File: config.mk
export PLATFORM = sky130hd
export DESIGN_NAME = pcicfg_decode
export DESIGN_NICKNAME = d
export VERILOG_FILES = /design/src/rtl/pcicfg_pkg.sv /design/src/rtl/pcicfg_decode.sv
export SDC_FILE = /design/constraint.sdc
export NUM_CORES = 1
export LEC_CHECK = 0
export BUFFER_PORTS_ARGS = -buffer_cell sky130_fd_sc_hd__buf_2
export CAP_MARGIN = 40
export CORE_MARGIN = 1
export CORE_UTILIZATION = 52
export DETAILED_ROUTE_END_ITERATION = 8
export PLACE_DENSITY = 0.85
export REMOVE_ABC_BUFFERS = 1
export SLEW_MARGIN = 5
export SYNTH_ARGS = -nofsm -noshare
export SYNTH_HDL_FRONTEND = slang
export SYNTH_SLANG_ARGS = --single-unit
export TNS_END_PERCENT = 50
File: constraint.sdc
create_clock -name vclk -period 5.1
set_clock_uncertainty 0.1 [all_clocks]
set_input_delay 0.255 -clock vclk [all_inputs]
set_output_delay 0.255 -clock vclk [all_outputs]
set_load 0.03 [all_outputs]
File: src/rtl/pcicfg_pkg.sv
`timescale 1ns / 1ps
// ----------------------------------------------------------------------------
// PCI endpoint responder package
// Shared constants, decode word type and the config header reset image.
// ----------------------------------------------------------------------------
package pcicfg_pkg;

   localparam int unsigned CFG_BYTES  = 4096;
   localparam int unsigned WIN_BYTES  = 65536;
   localparam int unsigned LANES      = 8;
   localparam int unsigned CFG_ROWS   = CFG_BYTES / LANES;
   localparam int unsigned WIN_ROWS   = WIN_BYTES / LANES;
   localparam int unsigned CFG_ADDR_W = $clog2(CFG_BYTES);
   localparam int unsigned WIN_ADDR_W = $clog2(WIN_BYTES);
   localparam int unsigned CFG_ROW_W  = CFG_ADDR_W - 3;
   localparam int unsigned WIN_ROW_W  = WIN_ADDR_W - 3;

   localparam int unsigned BAR0_OFFSET    = 'h10;
   localparam int unsigned BAR0_ROW       = BAR0_OFFSET / LANES;
   localparam logic [31:0] BAR0_KEEP_MASK = ~(32'(WIN_BYTES - 1)) & 32'hFFFF_FFF0;
   localparam logic [31:0] BAR0_FLAGS     = 32'h0000_0004;
   localparam logic [3:0]  BAR0_SIZE      = 4'd4;
   localparam logic [3:0]  CFG_MAX_BYTES  = 4'd4;
   localparam logic [3:0]  WIN_MAX_BYTES  = 4'd8;
   localparam logic [63:0] BAR0_RESET     = 64'h0000_0000_0000_0004;

   localparam logic OP_READ   = 1'b0;
   localparam logic OP_WRITE  = 1'b1;
   localparam logic SPACE_CFG = 1'b0;
   localparam logic SPACE_MEM = 1'b1;

   typedef struct packed {
      logic                 hit;
      logic [2:0]           lane;
      logic [7:0]           be;
      logic [CFG_ROW_W-1:0] cfg_row;
      logic [WIN_ROW_W-1:0] win_row;
      logic [7:0][7:0]      wbytes;
   } dec_type;

   function automatic logic [7:0] cfg_reset_byte(input logic [CFG_ADDR_W-1:0] off);
      logic [7:0] b;
      b = 8'h00;
      if (off >= CFG_ADDR_W'('h44)) begin
         b = 8'hFF;
      end else begin
         case (off[6:0])
            7'h00: b = 8'h86;
            7'h01: b = 8'h80;
            7'h02: b = 8'h34;
            7'h03: b = 8'h12;
            7'h04: b = 8'h06;
            7'h06: b = 8'h10;
            7'h08: b = 8'h01;
            7'h09: b = 8'h10;
            7'h0A: b = 8'h02;
            7'h0B: b = 8'h05;
            7'h10: b = 8'h04;
            7'h2C: b = 8'h86;
            7'h2D: b = 8'h80;
            7'h2E: b = 8'h34;
            7'h2F: b = 8'h12;
            7'h34: b = 8'h40;
            7'h40: b = 8'h10;
            7'h42: b = 8'h02;
            default: b = 8'h00;
         endcase
      end
      return b;
   endfunction

endpackage

File: src/rtl/pcicfg_decode.sv
`timescale 1ns / 1ps
// ----------------------------------------------------------------------------
// PCI endpoint responder access decode
// Hit checks for config and BAR0 window, bank rows, lane enables and
// rotated write bytes.
// ----------------------------------------------------------------------------
module pcicfg_decode (
   input  logic                 req_op,
   input  logic                 req_space,
   input  logic [4:0]           req_device_number,
   input  logic [2:0]           req_function_number,
   input  logic [63:0]          req_address,
   input  logic [3:0]           req_byte_count,
   input  logic [63:0]          req_write_data,
   input  logic [63:0]          bar_base,
   output pcicfg_pkg::dec_type  dec
);

   logic [63:0]                       base;
   logic [63:0]                       off;
   logic [63:0]                       data;
   logic [pcicfg_pkg::CFG_ADDR_W:0]   cfg_end;
   logic [pcicfg_pkg::WIN_ADDR_W:0]   win_end;
   logic                              cfg_hit;
   logic                              win_hit;
   logic [2:0]                        src [pcicfg_pkg::LANES];

   always_comb begin
      base    = {bar_base[63:4], 4'h0};
      off     = req_address - base;
      cfg_end = {1'b0, req_address[pcicfg_pkg::CFG_ADDR_W-1:0]}
              + (pcicfg_pkg::CFG_ADDR_W+1)'(req_byte_count);
      win_end = {1'b0, off[pcicfg_pkg::WIN_ADDR_W-1:0]}
              + (pcicfg_pkg::WIN_ADDR_W+1)'(req_byte_count);

      cfg_hit = (req_device_number == 5'd0) && (req_function_number == 3'd0)
             && (req_byte_count <= pcicfg_pkg::CFG_MAX_BYTES)
             && (req_address[63:pcicfg_pkg::CFG_ADDR_W] == '0)
             && (cfg_end <= (pcicfg_pkg::CFG_ADDR_W+1)'(pcicfg_pkg::CFG_BYTES));
      win_hit = (req_byte_count <= pcicfg_pkg::WIN_MAX_BYTES)
             && (req_address >= base)
             && (off[63:pcicfg_pkg::WIN_ADDR_W] == '0)
             && (win_end <= (pcicfg_pkg::WIN_ADDR_W+1)'(pcicfg_pkg::WIN_BYTES));

      // BAR0 sizing: full-word write at the BAR keeps window-aligned bits
      data = req_write_data;
      if (req_op == pcicfg_pkg::OP_WRITE
          && req_space == pcicfg_pkg::SPACE_CFG
          && req_address == 64'(pcicfg_pkg::BAR0_OFFSET)
          && req_byte_count == pcicfg_pkg::BAR0_SIZE) begin
         data = (req_write_data & 64'(pcicfg_pkg::BAR0_KEEP_MASK))
              | 64'(pcicfg_pkg::BAR0_FLAGS);
      end

      dec.hit     = (req_space == pcicfg_pkg::SPACE_MEM) ? win_hit : cfg_hit;
      dec.lane    = req_address[2:0];
      dec.cfg_row = req_address[pcicfg_pkg::CFG_ADDR_W-1:3];
      dec.win_row = off[pcicfg_pkg::WIN_ADDR_W-1:3];
      for (int b = 0; b < pcicfg_pkg::LANES; b++) begin
         src[b]        = 3'(b) - req_address[2:0];
         dec.be[b]     = req_byte_count > 4'(src[b]);
         dec.wbytes[b] = data[8*src[b] +: 8];
      end
   end

endmodule
==> flow_summary.rst <==
.. list-table::
   :header-rows: 1

   * - Metric
     - Value
   * - Fraction of post-synthesis cell area in the top cell type by area
     - 0.130
   * - Startpoint type of the worst setup path
     - input port
   * - Die width
     - 123 um
   * - CP Launch Point
     - req_address[4]
   * - Power per unit of standard cell area
     - 157 mW/mm^2
   * - Die Span Y
     - 123 um
   * - Leakage
     - 4.27 nW
   * - Result of the run
     - finished, final reports clean
   * - Clkbuf count
     - 0
   * - Row count
     - 43
   * - Routability cong.
     - 0.990
   * - Synthesized instance count
     - 1163
   * - DR pass1 iterations
     - 6
   * - Final critical-path share of the clock period
     - 0.961
   * - Number of hold-slack violations in the final timing report
     - 0
   * - Slew margin rel.
     - 0.387
   * - Final HPWL from detailed placement
     - 23.9 mm
   * - Max capacitance violation total
     - 0
   * - Violation count after the first detailed-routing iteration
     - 676
   * - Most common cell in the synthesized netlist
     - sky130_fd_sc_hd__a21oi_1
   * - Total I/O pin count
     - 304
   * - Instance count after placement with tap cells included
     - 1569
   * - Average cell area after synthesis
     - 6.52 um^2
   * - CORE AREA
     - 0.0140 mm^2
   * - Post-DR wirelength/cell
     - 18.0 um
   * - Instance area at placement
     - 0.00900 mm^2
   * - Part of the Yosys area used for sequential elements
     - 0
   * - Cell type contributing the most total cell area after synthesis
     - sky130_fd_sc_hd__ha_1
   * - Post-synthesis instance area
     - 0.00758 mm^2
   * - Most used standard cells in the synthesized netlist
     - sky130_fd_sc_hd__a21oi_1, sky130_fd_sc_hd__nand2_1, sky130_fd_sc_hd__o21ai_0
   * - Post-layout net count
     - 1678
   * - Wire length of the first global-routing pass
     - 42.9 mm
   * - Total congestion overflow after global routing
     - 0
   * - CTS Hold Bufs
     - 0
   * - Number of flip-flops and latches
     - 0
   * - Vias per Instance
     - 6.29
   * - Maximum number of pins on one net before global-route repair
     - 51
   * - Unrepaired setup endpoints after global routing
     - false
   * - Max Freq
     - 204 MHz
   * - Critical path data arrival time
     - 4550 ps
   * - Layout area overhead
     - 19.0%
   * - Postcts setup bufs
     - 0
   * - Initial antenna violation count
     - 7
   * - Hold Crit Start
     - req_address[4]
   * - Synth area leaders
     - sky130_fd_sc_hd__ha_1, sky130_fd_sc_hd__a21oi_1, sky130_fd_sc_hd__o21ai_0
   * - Critical-path maximum fanout
     - 5
   * - CP required
     - 4740 ps
   * - Final design instance area without fill
     - 0.00902 mm^2
   * - Post-synthesis cell type count
     - 79
   * - Die area
     - 0.0151 mm^2
   * - Core utilization of the finished layout
     - 0.643
   * - Critical path endpoint
     - dec[97]
   * - Final Max Slew Viols
     - 0
   * - Via count of the first global-routing pass
     - 8863
   * - Final min period
     - 4900 ps
   * - All-layer global routing usage
     - 0.357
   * - Worst hold slack
     - 693 ps
   * - Final setup vio count
     - 0
   * - Count of instances resized after the clock tree is built
     - 0
   * - Syn. warnings
     - 0
   * - Share of layout cells above drive strength 1
     - 0.290
   * - Capturing element type of the critical path
     - output pin
   * - Setup CP Type
     - input port to output pin
   * - Worst min-delay path class
     - input port to output pin
   * - Slew of the pin with the lowest slew margin
     - 918 ps
   * - Wire length after detailed routing
     - 28.4 mm
   * - Via count
     - 9922
   * - Sequential cell area
     - 0 um^2
   * - Fill cells
     - 1378
   * - Antenna-violating nets left
     - 0
   * - Total negative slack for setup checks
     - 0 ps
   * - Total DRC errors in the routed layout
     - 0
   * - IO buf count
     - 300
   * - Fin cells
     - 1578
   * - Starting Density
     - 0.540
   * - Max rail drop VDD
     - 0.152 mV
## through the flow
step / setup slack, ps / power [W]
6_report: 198 / 0.00141
5_1_grt: 127 / 0.00152
4_1_cts: 332 / 0.00139
3_5_place_dp: 343 / 0.00139
3_3_place_gp: 523 / 0.00138
2_1_floorplan: 1070 / 0.000947
## final cells by class
cell class	count	area (um^2)	area share
Timing Repair Buffer	311	1590	0.176
Inverter	91	342	0.0379
Multi-Input combinational cell	987	6850	0.759
Tap cell	180	225	0.0250
Antenna cell	9	22.5	0.00250
## logic make-up (layout without fill, tap and decap cells)
logic type / after synthesis / count (layout) / share of synthesized area
AND/OR/NAND/NOR: 377 / 377 / 0.246
buffers and inverters: 176 / 402 / 0.0985
other: 0 / 9 / 0
AO/OA/AOI/OAI: 420 / 420 / 0.354
XOR/XNOR: 35 / 35 / 0.0404
adder cells (fa/ha/maj): 81 / 81 / 0.136
multiplexers: 74 / 74 / 0.126
## where the power goes
group          leakage, nW  switching (W)     internal, W
logic                 4.27       0.000911        0.000503
registers                0              0               0
clock network    0.0000570              0  0.000000000236
total                 4.27       0.000911        0.000503
## placed cells by master, fill, tap and decap left out, drive strengths merged, types with 20 or more instances in the layout
cell type  synthesis  routed
ha                79      79
nor2              87      87
nor3              25      25
nand2            113     113
buf               35     311
o21ai            104     104
inv               91      91
a21oi            147     147
nor4              22      22
mux2              29      29
nand3             28      28
nand4             34      34
a21o              20      20
mux2i             31      31
## critical path, stage by stage
cell and delay, ps:
sky130_fd_sc_hd__buf_2 100, sky130_fd_sc_hd__inv_1 50, sky130_fd_sc_hd__ha_1 220, sky130_fd_sc_hd__fa_1 410, sky130_fd_sc_hd__nand2b_1 190, sky130_fd_sc_hd__a21oi_2 280, sky130_fd_sc_hd__o21ai_2 140, sky130_fd_sc_hd__a2111oi_4 360
sky130_fd_sc_hd__nor3_2 120, sky130_fd_sc_hd__o41ai_2 660, sky130_fd_sc_hd__o211ai_1 200, sky130_fd_sc_hd__a21o_1 220, sky130_fd_sc_hd__nor4_1 490, sky130_fd_sc_hd__nand4_1 190, sky130_fd_sc_hd__o41ai_2 370, sky130_fd_sc_hd__buf_2 260
## how the worst min path moves through the flow
stage,to,slack [ps],depth (start not counted)
detailed placement,dec[78],690,2
CTS,dec[78],690,2
global route,dec[78],700,2
floorplan,dec[64],410,0
finish,dec[78],690,2
global placement,dec[78],690,2
## metal layers
layer  wire length [um]  share of wire  GRT usage  up-vias
met2              13400           0.47      0.626      530
met3               2650          0.093     0.0511       72
met1              11300           0.40      0.436     4544
li1                   -              -          -     4776
met5                  0              0          0        -
met4               1060          0.037      0.138        0
No activity file was read; power rests on OpenSTA's default activity.
